--- src/rtl/assert_macros.svh ---
// Assertion macros shared by the gain mix block.
// Depends on nothing; included by the top level.
`ifndef ASSERT_MACROS_SVH
`define ASSERT_MACROS_SVH

// Same-cycle implication, checked out of reset
`define GMAD_ASSERT_SAME(label, clk, rst_n, pre, post) \
	label: assert property (@(posedge clk) disable iff (!rst_n) (pre) |-> (post)) \
		else $error("gmad same-cycle check failed");

// Next-cycle implication, checked out of reset
`define GMAD_ASSERT_NEXT(label, clk, rst_n, pre, post) \
	label: assert property (@(posedge clk) disable iff (!rst_n) (pre) |=> (post)) \
		else $error("gmad next-cycle check failed");

`endif

--- src/rtl/gmad_pkg.sv ---
// Shared constants, codes and queue entry type of the gain mix block.
// Depends on nothing; used by every other file but assert_macros.svh.
package gmad_pkg;

	// Defaults of the top level parameters
	localparam int PERIOD_MAX_DEF = 256;
	localparam int SUM_BITS_DEF   = 24;

	// Field widths fixed by the item format
	localparam int KIND_W   = 2;
	localparam int OFFSET_W = 24;
	localparam int INDEX_W  = 9;
	localparam int SAMPLE_W = 16;
	localparam int GAIN_W   = 16;
	localparam int RPOS_W   = 8;
	localparam int OUT_W    = 24;
	localparam int PLACE_W  = 2;
	localparam int USAGE_W  = 2;
	localparam int PERIOD_W = 9;

	// Period register
	localparam int PERIOD_MIN = 32;
	localparam logic [PERIOD_W-1:0] PERIOD_RESET = 9'd256;

	// Widest buffer address (covers buffers of up to 4096 frames)
	localparam int ADDR_MAX_W = 12;

	// Offset remainder unit: bits retired per cycle
	localparam int DIV_BITS   = 4;
	localparam int DIV_CYCLES = OFFSET_W / DIV_BITS;
	localparam int STEP_W     = $clog2(DIV_CYCLES);

	// Queue between front and back
	localparam int Q_DEPTH = 2;

	// Product and rounding
	localparam int PROD_W      = SAMPLE_W + GAIN_W + 1;
	localparam int ROUND_SHIFT = 14;
	localparam int RND_W       = PROD_W + 1 - ROUND_SHIFT;

	// Item kinds
	localparam logic [KIND_W-1:0] KIND_MIX   = 2'd0;
	localparam logic [KIND_W-1:0] KIND_READ  = 2'd1;
	localparam logic [KIND_W-1:0] KIND_CLEAR = 2'd2;
	localparam logic [KIND_W-1:0] KIND_NOP   = 2'd3;

	// Operations handed from front to back
	localparam int OP_W = 3;
	localparam logic [OP_W-1:0] OP_MIX_FIRST  = 3'd0;
	localparam logic [OP_W-1:0] OP_MIX_SECOND = 3'd1;
	localparam logic [OP_W-1:0] OP_DROP       = 3'd2;
	localparam logic [OP_W-1:0] OP_READ       = 3'd3;
	localparam logic [OP_W-1:0] OP_CLEAR      = 3'd4;
	localparam logic [OP_W-1:0] OP_NOP        = 3'd5;

	// Placement codes
	localparam logic [PLACE_W-1:0] PL_FIRST  = 2'd0;
	localparam logic [PLACE_W-1:0] PL_SECOND = 2'd1;
	localparam logic [PLACE_W-1:0] PL_DROP   = 2'd2;
	localparam logic [PLACE_W-1:0] PL_NONE   = 2'd3;

	// Usage mark codes
	localparam logic [USAGE_W-1:0] US_NONE  = 2'd0;
	localparam logic [USAGE_W-1:0] US_FIRST = 2'd1;
	localparam logic [USAGE_W-1:0] US_BOTH  = 2'd2;

	// Classified item waiting for the back part
	typedef struct packed {
		logic [OP_W-1:0]            op;
		logic [ADDR_MAX_W-1:0]      addr;
		logic signed [SAMPLE_W-1:0] sample_left;
		logic signed [SAMPLE_W-1:0] sample_right;
		logic [GAIN_W-1:0]          gain_left;
		logic [GAIN_W-1:0]          gain_right;
	} fe_entry_t;

endpackage

--- src/rtl/gmad_queue.sv ---
// Short queue of classified items between the front and back parts.
// Depends on gmad_pkg for the entry type and depth.
module gmad_queue (
	input  logic                clk,
	input  logic                arst_n,
	input  logic                push,
	input  gmad_pkg::fe_entry_t entry,
	output logic                full,
	input  logic                pop,
	output logic                valid,
	output gmad_pkg::fe_entry_t head
);
	localparam int PTR_W = $clog2(gmad_pkg::Q_DEPTH);
	localparam int CNT_W = $clog2(gmad_pkg::Q_DEPTH + 1);

	gmad_pkg::fe_entry_t ent_q [gmad_pkg::Q_DEPTH];
	logic [PTR_W-1:0]    wr_ptr_q;
	logic [PTR_W-1:0]    rd_ptr_q;
	logic [CNT_W-1:0]    cnt_q;

	assign full  = (cnt_q == CNT_W'(gmad_pkg::Q_DEPTH));
	assign valid = (cnt_q != '0);
	assign head  = ent_q[rd_ptr_q];

	// Store the pushed entry
	always_ff @(posedge clk) begin
		if (push) begin
			ent_q[wr_ptr_q] <= entry;
		end
	end

	// Advance pointers and count
	always_ff @(posedge clk or negedge arst_n) begin
		if (!arst_n) begin
			wr_ptr_q <= '0;
			rd_ptr_q <= '0;
			cnt_q    <= '0;
		end else begin
			if (push) begin
				wr_ptr_q <= (wr_ptr_q == PTR_W'(gmad_pkg::Q_DEPTH - 1)) ? '0 : wr_ptr_q + 1'b1;
			end
			if (pop) begin
				rd_ptr_q <= (rd_ptr_q == PTR_W'(gmad_pkg::Q_DEPTH - 1)) ? '0 : rd_ptr_q + 1'b1;
			end
			if (push && !pop) begin
				cnt_q <= cnt_q + 1'b1;
			end else if (pop && !push) begin
				cnt_q <= cnt_q - 1'b1;
			end
		end
	end
endmodule

--- config.mk ---
export PLATFORM = sky130hd
export DESIGN_NAME = gmad_queue
export DESIGN_NICKNAME = d
export VERILOG_FILES = /design/src/rtl/assert_macros.svh /design/src/rtl/gmad_pkg.sv /design/src/rtl/gmad_queue.sv
export SDC_FILE = /design/constraint.sdc
export NUM_CORES = 1
export LEC_CHECK = 0
export ABC_AREA = 1
export BUFFER_PORTS_ARGS = -buffer_cell sky130_fd_sc_hd__buf_2
export CAP_MARGIN = 20
export CELL_PAD_IN_SITES_DETAIL_PLACEMENT = 1
export CELL_PAD_IN_SITES_GLOBAL_PLACEMENT = 1
export CORE_MARGIN = 2
export CORE_UTILIZATION = 45
export CTS_CLUSTER_DIAMETER = 60
export CTS_CLUSTER_SIZE = 20
export DETAILED_ROUTE_END_ITERATION = 7
export GPL_TIMING_DRIVEN = 0
export PLACE_DENSITY_LB_ADDON = 0.1
export RECOVER_POWER = 25
export SETUP_SLACK_MARGIN = 0.2
export SYNTH_ARGS = -nofsm -noshare
export SYNTH_HDL_FRONTEND = slang
export SYNTH_SLANG_ARGS = --single-unit
export TNS_END_PERCENT = 100
--- constraint.sdc ---
create_clock -name clk -period 6 [get_ports clk]
set_input_delay 0 -clock clk [delete_from_list [all_inputs] [get_ports clk]]
set_output_delay 0 -clock clk [all_outputs]
set_load 0.01 [all_outputs]
==> reports/qor.log <==
INFO  floorplan      floorplan.rows=43
INFO  sta            fin_crit_sh=0.325
INFO  final_layout   finalNonFillerCells=730
INFO  final_layout   layout_cell_area_excl_fill=8760µm²
INFO  yosys          synthesis.nets=355
INFO  critical_path  arrival=2.07ns
INFO  routing        vias_per_cell=4.70
INFO  critical_path  critical-path-top-delay-family=buffers and inverters
INFO  sta            rsz0062_at_grt=no
INFO  global_route   groute.usage.overall=0.180
INFO  pwr            swShare=0.278
INFO  yosys          synthMuxAreaShare=0.188
INFO  pwr            leakage=3.54nW
INFO  clocking       tritoncts=yes
INFO  clocking       clk_pin_slew_worst_paths=0.06ns
INFO  critical_path  critical-path-slowest-cell=nor2_4
INFO  worst_hold_path min_to=ent_q[1][55]$_DFFE_PP_
INFO  outcome        status=complete, no violations
INFO  sta            timing_worst_slew_pin_value=0.672ns
INFO  final_layout   layout_commonest_cell=edfxtp_1
INFO  pwr            seqPwrFrac=0.404
INFO  sta            holdWs=0.303ns
INFO  routing        detail_route.wl_per_cell=17.5µm
INFO  sta            timing.final.hold_violations=0
INFO  final_layout   fin_util=0.636
INFO  pwr            power-per-cell-area=442nW/µm²
INFO  floorplan      initial_utilization=0.458
INFO  final_layout   area_delta_synth_final=38.9%
INFO  global_route   first_global_vias=3777
INFO  pwr            peakVddDrop=0.000220V
INFO  floorplan      die-height=122µm
INFO  pwr            power_switching=1.08mW
INFO  yosys          yosysUniqueCellTypes=13
INFO  floorplan      floorplan.io_pins=164
INFO  sta            worst_clock_skew=0.00653ns
INFO  yosys          mappedNetlistArea=6310µm²
INFO  critical_path  critical_path.cell_chain=nor2_4 > buf_12 > buf_16 > buf_16
INFO  yosys          avgSynthCellArea=23.3µm²
INFO  yosys          post_synth_fa_ha_maj_area_fraction=0.00198
INFO  routing        drc=0
INFO  floorplan      fp.dieW=122µm
INFO  sta            maxSlewViolCount=0
INFO  critical_path  regToRegSetupSlack=4.05ns
INFO  sta            fmax=513MHz
INFO  worst_hold_path hold_path_class=primary input to flip-flop
INFO  critical_path  r2r-start=wr_ptr_q$_DFFE_PN0P_
INFO  clocking       insertion_delay=0.41ns
INFO  critical_path  critPathMostFrequentCell=buf_16
INFO  placement      dpl.cell_count=618
INFO  routing        routed-via-count=3429
INFO  placement      detailed_place.area=7460µm²
INFO  pwr            clock_network_fraction_of_design_power=0.244
INFO  yosys          dominant_combinational_cell_family_by_area_after_synthesis=multiplexers
INFO  sta            finalCriticalPeriod=1.95ns
INFO  sta            finalSetupViolations=0
INFO  global_route   grt_antenna_before_repair=0
INFO  clocking       clock-root-buffer=clkbuf_16
INFO  pwr            comb_power_share=0.351
INFO  floorplan      dieArea=15000µm²
INFO  critical_path  startpoint_type=flip-flop
INFO  critical_path  cp_num_cells=4
INFO  yosys          simple_logic_cell_fraction_of_the_synthesized_area=0.00655
INFO  flow_run       number_of_maximum_capacitance_constraint_violations=0
INFO  critical_path  crit_path_max_fanout=22
INFO  sta            slew_headroom=0.551
INFO  clocking       number_of_levels_the_h_tree_was_split_into=4
INFO  sta            final.setup.tns=0ns
INFO  global_route   grt_remaining_overflow=0
INFO  critical_path  critical_path_buffer_and_inverter_count=3
INFO  worst_hold_path worstHoldStart=entry[55]
INFO  critical_path  worst-endpoint-required=6.12ns
INFO  routing        detail-route-antenna-nets=0
INFO  placement      dpl.hpwl=7780µm
INFO  critical_path  max_stage_delay=0.56ns
INFO  critical_path  reg2reg_depth=4
INFO  critical_path  worstReg2RegEnd=ent_q[0][4]$_DFFE_PP_
INFO  sta            setup_ws=4.05ns
INFO  final_layout   num-fill-cells=1263
INFO  final_layout   fraction_of_layout_cells_with_a_size_suffix_above_1=0.456
INFO  yosys          yosys.area_share.xor_xnor=0.00417
INFO  placement      port_buffers=163
INFO  final_layout   insertedDiodeCount=0
INFO  pwr            total_power=3.87mW
INFO  worst_hold_path worstHoldPathCells=2
INFO  global_route   grt_max_degree=62
INFO  placement      gpl.final_weighted_congestion=0.656
INFO  critical_path  timing.setup.critical_path_class=flip-flop to flip-flop
INFO  clocking       numCtsBuffers=17
INFO  clocking       cts-root-to-sink-buffers=2
INFO  pwr            internal_power_of_the_cells=2.80mW
INFO  critical_path  crit_path_end_kind=flip-flop
INFO  clocking       post_cts.resized_instances=0
INFO  yosys          postSynthRegisterBits=162
INFO  routing        totalWireLength=12800µm
INFO  yosys          ys_seq_area_frac=0.768
INFO  global_route   grt_pass1_wl=19600µm
INFO  routing        first_pass_iters=4
INFO  final_layout   mostFrequentLayoutCells=edfxtp_1 (158), buf_2 (131), dlygate4sd3_1 (83), mux2_4 (79), clkbuf_1 (34)
INFO  placement      pre_cts_slack=4.00ns
INFO  yosys          postSynthCellCount=271
INFO  clocking       cts.sinks=162
INFO  yosys          synth-compound-area-share=0
INFO  yosys          synth_warnings=0
INFO  floorplan      design.core.area=13800µm²
INFO  final_layout   design.final.nets=624
INFO  routing        starting_drt_drc_count=118
## what timing repair did
action                     4_1_cts  5_1_grt
setup buffers                    0        0
hold endpoints to repair       165        0
hold buffers                    83        0
setup endpoints to repair        0        0
## power by group through the flow
| stage | Combinational (mW) | Clock, mW | Sequential (mW) |
|---|---|---|---|
| after floorplan | 0.907 | 0 | 1.59 |
| after global placement | 1.28 | 0 | 1.61 |
| after detailed placement | 1.33 | 0 | 1.59 |
| after CTS | 1.38 | 0.971 | 1.57 |
| after global routing | 1.46 | 1.02 | 1.58 |
| final | 1.36 | 0.947 | 1.57 |
## per-layer routing
layer  global-route usage  vias to the layer above  share of wire
met1                0.204                     1693           0.38
met4               0.0769                        0          0.018
met3               0.0572                       18          0.061
met2                0.312                      118           0.54
met5                    0                        -              0
li1                     -                     1600              -
## Yosys cell counts
| library cell | count | area (µm²) |
|---|---|---|
| xor2_1 | 2 | 17.5 |
| nand4_1 | 1 | 6.26 |
| buf_6 | 1 | 11.3 |
| xnor2_1 | 1 | 8.76 |
| buf_12 | 8 | 160 |
| nand2_1 | 6 | 22.5 |
| nand3_1 | 1 | 5.00 |
| ha_1 | 1 | 12.5 |
| edfxtp_1 | 158 | 4740 |
| dfrtp_1 | 4 | 100 |
| inv_1 | 7 | 26.3 |
| mux2_4 | 79 | 1190 |
| nor2_1 | 2 | 7.51 |
## state kept, by name (all words and copies together), names as in the netlist
register,count
cnt_q,2
ent_q,158
rd_ptr_q,1
wr_ptr_q,1
## area by class of cell
type,count,area [µm²],area share
Clock buffer,21,440,0.0503
Tap cell,180,225,0.0257
Inverter,7,28.8,0.00328
Timing Repair Buffer,250,1710,0.195
Buffer,9,171,0.0196
Multi-Input combinational cell,93,1270,0.145
Sequential cell,162,4840,0.553
Clock inverter,8,66.3,0.00757
## how the worst max path moves through the flow
stage / end / slack, ns / start
2_1_floorplan: ent_q[0][0]$_DFFE_PP_ / 1.77 / wr_ptr_q$_DFFE_PN0P_
3_3_place_gp: ent_q[0][4]$_DFFE_PP_ / -0.25 / wr_ptr_q$_DFFE_PN0P_
3_5_place_dp: ent_q[0][1]$_DFFE_PP_ / 4.00 / wr_ptr_q$_DFFE_PN0P_
4_1_cts: ent_q[0][4]$_DFFE_PP_ / 4.00 / wr_ptr_q$_DFFE_PN0P_
5_1_grt: ent_q[0][4]$_DFFE_PP_ / 3.91 / wr_ptr_q$_DFFE_PN0P_
6_report: ent_q[0][4]$_DFFE_PP_ / 4.05 / wr_ptr_q$_DFFE_PN0P_
## kinds of logic (layout without fill, tap and decap cells)
group / Yosys count / count (layout)
flops: 162 / 162
mux: 79 / 79
xor+xnor: 3 / 3
simple gates: 10 / 10
fa+ha+maj: 1 / 1
buf+inv: 16 / 295
## worst register-to-register path, cell delays in order (launching register included)
cell and delay [ns]:
dfrtp_1 0.43, nor2_4 0.57, buf_12 0.27, buf_16 0.20, buf_16 0.18
Power figures use the tool's default switching activity.
