--- config.mk ---
export PLATFORM = sky130hd
export DESIGN_NAME = gmad_front_flat
export DESIGN_NICKNAME = d
export VERILOG_FILES = /design/src/rtl/assert_macros.svh /design/src/rtl/gmad_pkg.sv /design/src/rtl/gmad_if.sv /design/src/rtl/gmad_front.sv /design/src/flat_wrapper.sv
export SDC_FILE = /design/constraint.sdc
export NUM_CORES = 1
export LEC_CHECK = 0
export ABC_AREA = 1
export BUFFER_PORTS_ARGS = -buffer_cell sky130_fd_sc_hd__buf_4
export CAP_MARGIN = 20
export CORE_ASPECT_RATIO = 1.5
export CORE_MARGIN = 4
export CORE_UTILIZATION = 25
export CTS_CLUSTER_DIAMETER = 80
export DETAILED_ROUTE_END_ITERATION = 10
export PLACE_DENSITY = 0.52
export SYNTH_ARGS = -nofsm -noshare
export SYNTH_HDL_FRONTEND = slang
export SYNTH_SLANG_ARGS = --single-unit
--- constraint.sdc ---
create_clock -name clk -period 7.55 [get_ports clk]
set_input_delay 0.755 -clock clk [delete_from_list [all_inputs] [get_ports clk]]
set_output_delay 0.755 -clock clk [all_outputs]
set_load 0.02 [all_outputs]
--- src/rtl/assert_macros.svh ---
// Assertion macros shared by the gain mix block.
// Depends on nothing; included by the top level.
`ifndef ASSERT_MACROS_SVH
`define ASSERT_MACROS_SVH

// Same-cycle implication, checked out of reset
`define GMAD_ASSERT_SAME(label, clk, rst_n, pre, post) \
	label: assert property (@(posedge clk) disable iff (!rst_n) (pre) |-> (post)) \
		else $error("gmad same-cycle check failed");

// Next-cycle implication, checked out of reset
`define GMAD_ASSERT_NEXT(label, clk, rst_n, pre, post) \
	label: assert property (@(posedge clk) disable iff (!rst_n) (pre) |=> (post)) \
		else $error("gmad next-cycle check failed");

`endif

--- src/rtl/gmad_pkg.sv ---
// Shared constants, codes and queue entry type of the gain mix block.
// Depends on nothing; used by every other file but assert_macros.svh.
package gmad_pkg;

	// Defaults of the top level parameters
	localparam int PERIOD_MAX_DEF = 256;
	localparam int SUM_BITS_DEF   = 24;

	// Field widths fixed by the item format
	localparam int KIND_W   = 2;
	localparam int OFFSET_W = 24;
	localparam int INDEX_W  = 9;
	localparam int SAMPLE_W = 16;
	localparam int GAIN_W   = 16;
	localparam int RPOS_W   = 8;
	localparam int OUT_W    = 24;
	localparam int PLACE_W  = 2;
	localparam int USAGE_W  = 2;
	localparam int PERIOD_W = 9;

	// Period register
	localparam int PERIOD_MIN = 32;
	localparam logic [PERIOD_W-1:0] PERIOD_RESET = 9'd256;

	// Widest buffer address (covers buffers of up to 4096 frames)
	localparam int ADDR_MAX_W = 12;

	// Offset remainder unit: bits retired per cycle
	localparam int DIV_BITS   = 4;
	localparam int DIV_CYCLES = OFFSET_W / DIV_BITS;
	localparam int STEP_W     = $clog2(DIV_CYCLES);

	// Queue between front and back
	localparam int Q_DEPTH = 2;

	// Product and rounding
	localparam int PROD_W      = SAMPLE_W + GAIN_W + 1;
	localparam int ROUND_SHIFT = 14;
	localparam int RND_W       = PROD_W + 1 - ROUND_SHIFT;

	// Item kinds
	localparam logic [KIND_W-1:0] KIND_MIX   = 2'd0;
	localparam logic [KIND_W-1:0] KIND_READ  = 2'd1;
	localparam logic [KIND_W-1:0] KIND_CLEAR = 2'd2;
	localparam logic [KIND_W-1:0] KIND_NOP   = 2'd3;

	// Operations handed from front to back
	localparam int OP_W = 3;
	localparam logic [OP_W-1:0] OP_MIX_FIRST  = 3'd0;
	localparam logic [OP_W-1:0] OP_MIX_SECOND = 3'd1;
	localparam logic [OP_W-1:0] OP_DROP       = 3'd2;
	localparam logic [OP_W-1:0] OP_READ       = 3'd3;
	localparam logic [OP_W-1:0] OP_CLEAR      = 3'd4;
	localparam logic [OP_W-1:0] OP_NOP        = 3'd5;

	// Placement codes
	localparam logic [PLACE_W-1:0] PL_FIRST  = 2'd0;
	localparam logic [PLACE_W-1:0] PL_SECOND = 2'd1;
	localparam logic [PLACE_W-1:0] PL_DROP   = 2'd2;
	localparam logic [PLACE_W-1:0] PL_NONE   = 2'd3;

	// Usage mark codes
	localparam logic [USAGE_W-1:0] US_NONE  = 2'd0;
	localparam logic [USAGE_W-1:0] US_FIRST = 2'd1;
	localparam logic [USAGE_W-1:0] US_BOTH  = 2'd2;

	// Classified item waiting for the back part
	typedef struct packed {
		logic [OP_W-1:0]            op;
		logic [ADDR_MAX_W-1:0]      addr;
		logic signed [SAMPLE_W-1:0] sample_left;
		logic signed [SAMPLE_W-1:0] sample_right;
		logic [GAIN_W-1:0]          gain_left;
		logic [GAIN_W-1:0]          gain_right;
	} fe_entry_t;

endpackage

--- src/rtl/gmad_if.sv ---
// Handshake channels of the gain mix block: input items and results.
// Depends on gmad_pkg for field widths.
interface gmad_in_if;
	logic                                 valid;
	logic                                 ready;
	logic [gmad_pkg::KIND_W-1:0]          kind;
	logic [gmad_pkg::OFFSET_W-1:0]        block_offset;
	logic [gmad_pkg::INDEX_W-1:0]         frame_index;
	logic signed [gmad_pkg::SAMPLE_W-1:0] sample_left;
	logic signed [gmad_pkg::SAMPLE_W-1:0] sample_right;
	logic [gmad_pkg::GAIN_W-1:0]          gain_left;
	logic [gmad_pkg::GAIN_W-1:0]          gain_right;
	logic [gmad_pkg::RPOS_W-1:0]          read_position;

	modport source (
		output valid, kind, block_offset, frame_index, sample_left, sample_right,
			gain_left, gain_right, read_position,
		input ready
	);
	modport sink (
		input valid, kind, block_offset, frame_index, sample_left, sample_right,
			gain_left, gain_right, read_position,
		output ready
	);
endinterface


--- src/rtl/gmad_front.sv ---
// Front part: takes items, holds the period register, reduces the block
// offset modulo the period and classifies each item. Depends on gmad_pkg, gmad_if.
module gmad_front #(
	parameter int PERIOD_MAX = gmad_pkg::PERIOD_MAX_DEF
) (
	input  logic                            clk,
	input  logic                            arst_n,
	input  logic                            cfg_wr_en,
	input  logic [gmad_pkg::PERIOD_W-1:0]   cfg_wr_data,
	gmad_in_if.sink                         items,
	input  logic                            clearing,
	input  logic                            q_full,
	output logic                            q_push,
	output gmad_pkg::fe_entry_t             q_entry
);
	localparam int PW = $clog2(PERIOD_MAX + 1);
	localparam int XW = ((PW > gmad_pkg::INDEX_W) ? PW : gmad_pkg::INDEX_W) + 1;

	localparam logic [1:0] F_IDLE = 2'd0;
	localparam logic [1:0] F_DIV  = 2'd1;
	localparam logic [1:0] F_PUSH = 2'd2;

	logic [1:0]                          fs_q;
	logic [gmad_pkg::PERIOD_W-1:0]       period_q;
	logic [gmad_pkg::KIND_W-1:0]         kind_q;
	logic [gmad_pkg::OFFSET_W-1:0]       off_q;
	logic [gmad_pkg::INDEX_W-1:0]        fidx_q;
	logic signed [gmad_pkg::SAMPLE_W-1:0] sl_q;
	logic signed [gmad_pkg::SAMPLE_W-1:0] sr_q;
	logic [gmad_pkg::GAIN_W-1:0]         gl_q;
	logic [gmad_pkg::GAIN_W-1:0]         gr_q;
	logic [gmad_pkg::RPOS_W-1:0]         rpos_q;
	logic [XW-1:0]                       rem_q;
	logic [gmad_pkg::STEP_W-1:0]         step_q;

	logic [XW-1:0] per_c;
	logic [XW-1:0] rem_step;
	logic [XW-1:0] pos;
	logic [XW-1:0] pos_second;
	logic          accept;

	// Period register
	always_ff @(posedge clk or negedge arst_n) begin
		if (!arst_n) begin
			period_q <= gmad_pkg::PERIOD_RESET;
		end else if (cfg_wr_en) begin
			period_q <= cfg_wr_data;
		end
	end

	// Clamp the period to the supported range
	always_comb begin
		if (period_q < gmad_pkg::PERIOD_W'(gmad_pkg::PERIOD_MIN)) begin
			per_c = XW'(gmad_pkg::PERIOD_MIN);
		end else if (XW'(period_q) > XW'(PERIOD_MAX)) begin
			per_c = XW'(PERIOD_MAX);
		end else begin
			per_c = XW'(period_q);
		end
	end

	// Retire DIV_BITS offset bits into the remainder per cycle
	always_comb begin
		rem_step = rem_q;
		for (int i = 0; i < gmad_pkg::DIV_BITS; i++) begin
			rem_step = {rem_step[XW-2:0], off_q[gmad_pkg::OFFSET_W-1-i]};
			if (rem_step >= per_c) begin
				rem_step = rem_step - per_c;
			end
		end
	end

	assign accept       = items.valid && items.ready;
	assign items.ready  = (fs_q == F_IDLE) && !clearing;
	assign pos          = rem_q + XW'(fidx_q);
	assign pos_second   = pos - per_c;
	assign q_push       = (fs_q == F_PUSH) && !q_full;

	// Classify the held item into a back-part operation
	always_comb begin
		q_entry.sample_left  = sl_q;
		q_entry.sample_right = sr_q;
		q_entry.gain_left    = gl_q;
		q_entry.gain_right   = gr_q;
		q_entry.op           = gmad_pkg::OP_NOP;
		q_entry.addr         = '0;
		case (kind_q)
			gmad_pkg::KIND_MIX: begin
				if (pos < per_c) begin
					q_entry.op   = gmad_pkg::OP_MIX_FIRST;
					q_entry.addr = gmad_pkg::ADDR_MAX_W'(pos);
				end else if (pos_second < per_c) begin
					q_entry.op   = gmad_pkg::OP_MIX_SECOND;
					q_entry.addr = gmad_pkg::ADDR_MAX_W'(pos_second);
				end else begin
					q_entry.op = gmad_pkg::OP_DROP;
				end
			end
			gmad_pkg::KIND_READ: begin
				if (32'(rpos_q) < PERIOD_MAX) begin
					q_entry.op   = gmad_pkg::OP_READ;
					q_entry.addr = gmad_pkg::ADDR_MAX_W'(rpos_q);
				end
			end
			gmad_pkg::KIND_CLEAR: begin
				q_entry.op = gmad_pkg::OP_CLEAR;
			end
			default: begin
				q_entry.op = gmad_pkg::OP_NOP;
			end
		endcase
	end

	// Hold the accepted item
	always_ff @(posedge clk) begin
		if (accept) begin
			kind_q <= items.kind;
			fidx_q <= items.frame_index;
			sl_q   <= items.sample_left;
			sr_q   <= items.sample_right;
			gl_q   <= items.gain_left;
			gr_q   <= items.gain_right;
			rpos_q <= items.read_position;
		end
	end

	// Sequence accept, remainder steps and push
	always_ff @(posedge clk or negedge arst_n) begin
		if (!arst_n) begin
			fs_q   <= F_IDLE;
			off_q  <= '0;
			rem_q  <= '0;
			step_q <= '0;
		end else begin
			case (fs_q)
				F_IDLE: begin
					if (accept) begin
						off_q  <= items.block_offset;
						rem_q  <= '0;
						step_q <= '0;
						fs_q   <= (items.kind == gmad_pkg::KIND_MIX) ? F_DIV : F_PUSH;
					end
				end
				F_DIV: begin
					rem_q  <= rem_step;
					off_q  <= off_q << gmad_pkg::DIV_BITS;
					step_q <= step_q + 1'b1;
					if (step_q == gmad_pkg::STEP_W'(gmad_pkg::DIV_CYCLES - 1)) begin
						fs_q <= F_PUSH;
					end
				end
				F_PUSH: begin
					if (q_push) begin
						fs_q <= F_IDLE;
					end
				end
				default: begin
					fs_q <= F_IDLE;
				end
			endcase
		end
	end
endmodule

--- src/flat_wrapper.sv ---
// flat-port wrapper written by rule: the top's interface ports become plain ports
module gmad_front_flat 
#(
	parameter int PERIOD_MAX = gmad_pkg::PERIOD_MAX_DEF
)
  (clk, arst_n, cfg_wr_en, cfg_wr_data, clearing, q_full, q_push, q_entry, items_valid, items_kind, items_block_offset, items_frame_index, items_sample_left, items_sample_right, items_gain_left, items_gain_right, items_read_position, items_ready);
  gmad_in_if items_i ();
  input  logic clk;
  input  logic arst_n;
  input  logic cfg_wr_en;
  input  logic [gmad_pkg::PERIOD_W-1:0] cfg_wr_data;
  input  logic clearing;
  input  logic q_full;
  output logic q_push;
  output gmad_pkg::fe_entry_t q_entry;
  input wire logic [$bits(items_i.valid)-1:0] items_valid;
  input wire logic [$bits(items_i.kind)-1:0] items_kind;
  input wire logic [$bits(items_i.block_offset)-1:0] items_block_offset;
  input wire logic [$bits(items_i.frame_index)-1:0] items_frame_index;
  input wire logic [$bits(items_i.sample_left)-1:0] items_sample_left;
  input wire logic [$bits(items_i.sample_right)-1:0] items_sample_right;
  input wire logic [$bits(items_i.gain_left)-1:0] items_gain_left;
  input wire logic [$bits(items_i.gain_right)-1:0] items_gain_right;
  input wire logic [$bits(items_i.read_position)-1:0] items_read_position;
  output wire logic [$bits(items_i.ready)-1:0] items_ready;
  assign items_i.valid = items_valid;
  assign items_i.kind = items_kind;
  assign items_i.block_offset = items_block_offset;
  assign items_i.frame_index = items_frame_index;
  assign items_i.sample_left = items_sample_left;
  assign items_i.sample_right = items_sample_right;
  assign items_i.gain_left = items_gain_left;
  assign items_i.gain_right = items_gain_right;
  assign items_i.read_position = items_read_position;
  assign items_ready = items_i.ready;
  gmad_front #(.PERIOD_MAX(PERIOD_MAX)) u_core (.clk(clk), .arst_n(arst_n), .cfg_wr_en(cfg_wr_en), .cfg_wr_data(cfg_wr_data), .items(items_i), .clearing(clearing), .q_full(q_full), .q_push(q_push), .q_entry(q_entry));
endmodule
==> metrics.yaml, run 1 <==
synthesis:
  yosysTopAreaCell: "edfxtp_1"
  synth_xor_area_frac: 0.03840
  synth_top_family_by_area: "simple AND/OR/NAND/NOR gates"
  muxShareOfSynthArea: 0.007052
  synth_top_area_frac: 0.3122
  synthTopCellsByArea: "edfxtp_1 31%, dfrtp_1 15%, ha_1 10%"
  ys_seq_area_frac: 0.4628
  synth_compound_area_frac: 0.1019
  yosysUniqueCellTypes: 45
  synthAdderAreaFrac: 0.1169
  yosys_warnings: 0
  yosys_register_bits: 131
  syn_area_um2: 7984
  syn-instance-count: 897
  avgSynthCellArea_um2: 8.901
  yosys.area_share.simple: 0.2059
floorplan:
  top_level_ports: 203
  die-area_um2: 34920
  start_util: 0.2556
  die_x_um: 153.9
  row_count: 79
  core-area_um2: 31240
  die_h_um: 226.9
placement:
  dp_cells: 1504
  port_buffers: 199
  place_congestion: 0.9145
  dp_hpwl_mm: 20.09
setup_path:
  cp.arrival_ns: 7.38
  r2r_slack_ns: 0.48
  required_ns: 7.86
  crit_cells: 50
  start_kind: "register"
  cp_max_fo: 11
  cpLargestDelayFamily: "simple AND/OR/NAND/NOR gates"
  endpoint: "u_core.rem_q[7]$_DFFE_PN0P_"
  reg2reg_depth: 50
  slowest_delay_ns: 0.40
  path_buf_inv: 11
  cp_slowest_cell: "dfrtp_1"
  r2r-start: "u_core.period_q[5]$_DFFE_PN0P_"
  end_kind: "register"
  timing.rr.end: "u_core.rem_q[7]$_DFFE_PN0P_"
  cp-startpoint: "u_core.period_q[5]$_DFFE_PN0P_"
  crit_path_frequent_cell: "nand2_1"
  critical_path_class: "reg2reg"
global_routing:
  track_usage: 0.1408
  overflow: 0
  use_met2: 0.2650
  antenna_found_initial: 0
  grt_max_degree: 88
  grt_pass1_wl_mm: 38.61
  gr-usage-met1: 0.1469
  grt_pass1_vias: 7209
  use_met3: 0.03762
  busiest_layer: "met2"
sta:
  hold_violations: 0
  setup-tns-final_ns: 0
  drv_slew: 0
  setup_viol: 0
  relSlewSlack: 0.5367
  fmaxAchievable_ghz: 0.1414
  skew_ns: 0.007705
  tightestPinTransition_ns: 0.6907
  period_share: 0.9370
  fin_crit_ns: 7.074
cells_and_area:
  area_growth_pct: 36.04
  fillers: 3329
  antenna_cells: 0
  layoutNonFillerInstCount: 1549
  final_layout_size_suffix_gt1_frac: 0.2797
  fin_nets: 1325
  most-common-layout-cells: "229 x buf_4, 199 x nand2_1, 107 x inv_1"
  layout_commonest_cell: "buf_4"
  utilization: 0.3477
clock_network:
  ctsHoldBuffers: 0
  cts.sinks: 131
  worst_skew_pair.late_latency_ns: 0.42
  cts_htree_levels: 4
  cts_tree: "built"
  path_clk_slew_ns: 0.06
  cts_inserted_buffers: 17
  cts_max_path_buffers: 2
  cts_root_buf: "clkbuf_16"
route:
  vias: 6976
  drt-initial-drc-count: 323
  routed_wl_mm: 25.14
  drc: 0
  ant_nets: 0
  viasPerCell: 4.504
  wl_per_cell_um: 16.23
  drt-pass1-iter-count: 5
run:
  max-cap-violations: 0
min_path:
  hold_class: "in2async"
status:
  status: "finished clean"
how the worst min path moves through the flow:
stage | cells past startpoint | slack, ns | startpoint | endpoint
2_1_floorplan | 1 | 0.43 | u_core.step_q[2]$_DFFE_PN0P_ | u_core.step_q[2]$_DFFE_PN0P_
4_1_cts | 1 | 0.37 | arst_n | u_core.off_q[18]$_DFFE_PN0P_
3_5_place_dp | 1 | 0.46 | u_core.step_q[2]$_DFFE_PN0P_ | u_core.step_q[2]$_DFFE_PN0P_
6_report | 1 | 0.37 | arst_n | u_core.off_q[3]$_DFFE_PN0P_
5_1_grt | 1 | 0.41 | arst_n | u_core.off_q[3]$_DFFE_PN0P_
3_3_place_gp | 1 | 0.45 | u_core.step_q[2]$_DFFE_PN0P_ | u_core.step_q[2]$_DFFE_PN0P_
cell usage after synthesis (all sizes together):
master / count
a21boi: 2
a21o: 1
a21oi: 50
a22o: 4
a31oi: 4
buf: 8
clkbuf: 10
clkinv: 2
conb: 1
dfrtp: 47
dfstp: 1
edfxtp: 83
fa: 6
ha: 65
inv: 112
mux2: 5
nand2: 210
nand3: 43
nand3b: 4
nand4: 17
nor2: 90
nor3: 13
nor4: 1
o2111ai: 1
o211ai: 2
o21ai: 44
o21bai: 6
o22ai: 24
o311ai: 3
o31ai: 1
or2: 2
xnor2: 8
xor2: 27
final cells by class:
class                      count  area [µm²]  share of cell area
multi-input combinational    636        3924              0.3612
clock inverter                13       95.09            0.008755
sequential                   131        3695              0.3402
tap                          405       506.7             0.04665
inverter                     114       434.2             0.03997
clock buffer                  18       429.2             0.03951
timing repair buffer         232        1778              0.1637
layer usage:
layer	vias up	wire length [µm]
li1	3491	-
met1	3212	9275
met2	224	13520
met3	49	1499
met4	0	848
met5	-	0
state kept, by name (all words and copies together), names as in the netlist:
signal	cells
u_core.gl_q	16
u_core.fidx_q	9
u_core.rem_q	10
u_core.rpos_q	8
u_core.sl_q	16
u_core.period_q	9
u_core.fs_q	2
u_core.kind_q	2
u_core.step_q	3
u_core.sr_q	16
u_core.off_q	24
u_core.gr_q	16
cells by family (layout without fill, tap and decap cells):
logic type,after synthesis,in the layout
AOI/OAI and AO/OA,142,142
xor gates and xnor gates,35,35
adders and majority gates,71,71
buffers and inverters,132,377
DFF,131,131
muxes,5,5
other,1,3
and+or+nand+nor,380,380
what timing repair did:
| action | in CTS | in global routing |
|---|---|---|
| gates resized for setup | 3 | 41 |
| setup buffers | 1 | 12 |
| setup endpoints to repair | 10 | 10 |
| pin swaps | 0 | 7 |
metrics by stage:
step           setup WS, ns  instance area, µm²  hold WS (ns)
2_1_floorplan        0.2107                7996        0.4341
5_1_grt            -0.09745               10860        0.4087
3_5_place_dp        -0.1049               10040        0.4562
3_3_place_gp       0.002199               10040        0.4545
6_report             0.4756               10860        0.3681
4_1_cts             0.04192               10570        0.3721
Power of run 1 is left out: the tool's default activity adds up to more than one toggle a clock period on the data nets, which glitch-free logic cannot reach.
==> run 2, diff against run 1 <==
- ABC_AREA: 1 -> default
- PLACE_DENSITY: 0.52 -> 0.53
==> metrics.yaml, run 2 <==
cells_and_area:
  fillers: 2978  # -11%
  area_growth_pct: 52.87
  largest_reg_flops: 24  # unchanged
  antenna_cells: 0  # unchanged
  fin_nets: 1204  # -9.1%
  layout_commonest_cell: "buf_4"
  utilization: 0.3888  # +0.04107
  regMostFlops: "u_core.off_q"
  most-common-layout-cells: "325 x buf_4, 83 x edfxtp_1, 68 x nor2_1"
  final_layout_size_suffix_gt1_frac: 0.4434  # +0.1636
synthesis:
  ys_seq_area_frac: 0.4896  # +0.02678
  ys_top_cells_by_count: "83 x edfxtp_1, 71 x nor2_1, 65 x ha_1, 47 x dfrtp_1, 36 x nand2_1"
  synth_ff_type: "edfxtp_1"
  avgSynthCellArea_um2: 11.21  # +26%
  yosysTopAreaCell: "edfxtp_1"
  syn-instance-count: 673  # -25%
  async_flop_share: 0.3664  # unchanged
  yosys_register_bits: 131  # unchanged
  yosys_warnings: 0  # unchanged
  syn_area_um2: 7547  # -5.5%
  synthTopCellsByArea: "edfxtp_1 33%, dfrtp_1 16%, ha_1 11%"
  synth_top_area_frac: 0.3302  # +0.01806
  yosysUniqueCellTypes: 69  # +53%
  synth_edf_count: 83  # unchanged
  yosys.cell_count.top_type: "edfxtp_1"
clock_network:
  ctsHoldBuffers: 0  # unchanged
  cts_inserted_buffers: 17  # unchanged
  cts.sinks: 131  # unchanged
  worst_skew_pair.late_latency_ns: 0.43  # about the same
  cts_htree_levels: 4  # unchanged
  cts_tree: "built"
  cts_root_buf: "clkbuf_16"
  path_clk_slew_ns: 0.06  # about the same
  cts_max_path_buffers: 2  # unchanged
route:
  vias: 6546  # -6.2%
  drt-initial-drc-count: 339  # +5.0%
  drt-pass1-iter-count: 4  # -1
  routed_wl_mm: 25.02  # -0.48%
  ant_nets: 0  # unchanged
  viasPerCell: 4.613  # +2.4%
  wl_per_cell_um: 17.63  # +8.6%
  drc: 0  # unchanged
sta:
  setup_viol: 9  # +9
  setup_slack_ns: -0.3616  # -0.8372 ns
  relSlewSlack: 0.3890  # -0.1477
  fmaxAchievable_ghz: 0.1264  # -11%
  tightestPinTransition_ns: 0.9095  # +0.2188 ns
  drv_slew: 0  # unchanged
  skew_ns: 0.007605  # -0.0001002 ns
  fin_crit_ns: 7.912  # +0.8372 ns
  rsz0062_at_grt: "true"
  hold_violations: 0  # unchanged
  period_share: 1.048  # +0.1109
floorplan:
  die_h_um: 220.8  # -2.7%
  top_level_ports: 203  # unchanged
  core-area_um2: 29670  # -5.0%
  row_count: 77  # -2.5%
  start_util: 0.2543  # -0.001265
  die-area_um2: 33090  # -5.2%
  die_x_um: 149.9  # -2.6%
setup_path:
  cp.arrival_ns: 8.26  # +0.88 ns
  cp_max_fo: 6  # -5
  cp_slowest_cell: "a2111oi_4"
  start_kind: "register"
  critical_path_class: "reg2reg"
  slowest_delay_ns: 0.41  # about the same
  end_kind: "register"
  required_ns: 7.90  # +0.04 ns
status:
  status: "complete, but fails checks"
  violations: "setup timing"
run:
  max-cap-violations: 0  # unchanged
global_routing:
  grt_pass1_vias: 6937  # -3.8%
  overflow: 0  # unchanged
  track_usage: 0.1539  # +0.01308
  grt_max_degree: 90  # +2.3%
  antenna_found_initial: 0  # unchanged
  grt_pass1_wl_mm: 38.76  # +0.39%
placement:
  port_buffers: 199  # unchanged
  dp_hpwl_mm: 19.61  # -2.4%
  place_congestion: 0.8751  # -4.3%
min_path:
  hold_class: "in2async"
run 2: cell count changes in the layout (fill, tap and decap cells not counted), sizes merged, moves of 14 or more:
cell   previous run  this run
o21ai            44        30
nand3            43        20
buf             232       334
a21oi            50        29
nand2           210        36
inv             111        37
nor2             90        72
run 2: routing by layer:
layer  wire, µm  GRT usage  part of all wire  up-vias
li1           -          -                 -     3196
met1       8791     0.1575              0.35     3087
met2      13640     0.2793              0.55      204
met3       1408    0.04295             0.056       59
met4       1184    0.08035             0.047        0
met5          0          0                 0        -
run 2: area by class of cell:
cell class | count | area [µm²] | share of cell area
well taps | 395 | 494.2 | 0.04284
clock buffers | 18 | 429.2 | 0.03720
repair buffers | 334 | 2591 | 0.2246
clock inverters | 14 | 127.6 | 0.01106
inverters | 32 | 121.4 | 0.01052
flip-flops and latches | 131 | 3695 | 0.3202
multi-input cells | 495 | 4079 | 0.3535
run 2: cells by family after synthesis:
kind of cell,count (synthesis),share of synthesized area
simple gates,199,0.1270
xor+xnor,36,0.04178
other cells,1,0.0004969
fa+ha+maj,71,0.1237
compound gates,159,0.1512
buf+inv,50,0.02835
mux,26,0.03796
flops,131,0.4896
run 2: per-stage QoR:
step / cells / hold slack, ns / setup TNS, ns / worst slack [ns] / cell area, µm²
floorplan: 675 / 0.4594 / -0.8554 / -0.1344 / 7731
CTS: 1409 / 0.3683 / -1.425 / -0.2402 / 11340
global placement: 1352 / 0.4783 / -0.3221 / -0.07995 / 10400
global route: 1419 / 0.3947 / -5.844 / -0.6645 / 11540
detailed placement: 1352 / 0.4882 / -2.066 / -0.2852 / 10400
finish: 1419 / 0.3533 / -2.713 / -0.3616 / 11540
run 2: critical path: cells and delay by family (launching register included):
| family | cells | cell delay (ns) |
|---|---|---|
| buffers and inverters | 7 | 0.86 |
| adder cells (fa/ha/maj) | 5 | 1.23 |
| multiplexers | 3 | 0.87 |
| flip-flops | 1 | 0.36 |
| AO/OA/AOI/OAI | 17 | 3.25 |
| AND/OR/NAND/NOR | 8 | 1.25 |
run 2: final timing paths:
path	depth (start not counted)	end	slack, ns	start
min in group clk	2	u_core.off_q[5]$_DFFE_PN0P_	0.50	u_core.off_q[5]$_DFFE_PN0P_
worst min-delay path	1	u_core.off_q[11]$_DFFE_PN0P_	0.35	arst_n
worst min register to register	2	u_core.off_q[5]$_DFFE_PN0P_	0.50	u_core.off_q[5]$_DFFE_PN0P_
max in group asynchronous	1	u_core.step_q[0]$_DFFE_PN0P_	6.75	arst_n
worst max register to register	40	u_core.rem_q[1]$_DFFE_PN0P_	-0.36	u_core.period_q[5]$_DFFE_PN0P_
worst max-delay path	40	u_core.rem_q[1]$_DFFE_PN0P_	-0.36	u_core.period_q[5]$_DFFE_PN0P_
run 2: repair_timing:
item / CTS / global route
setup endpoints to repair: 10 / 10
pin swaps: 15 / 19
buffers inserted: 23 / 9
gates resized for setup: 35 / 24
gates cloned: 2 / 0
Power of run 2 is left out for the same reason.
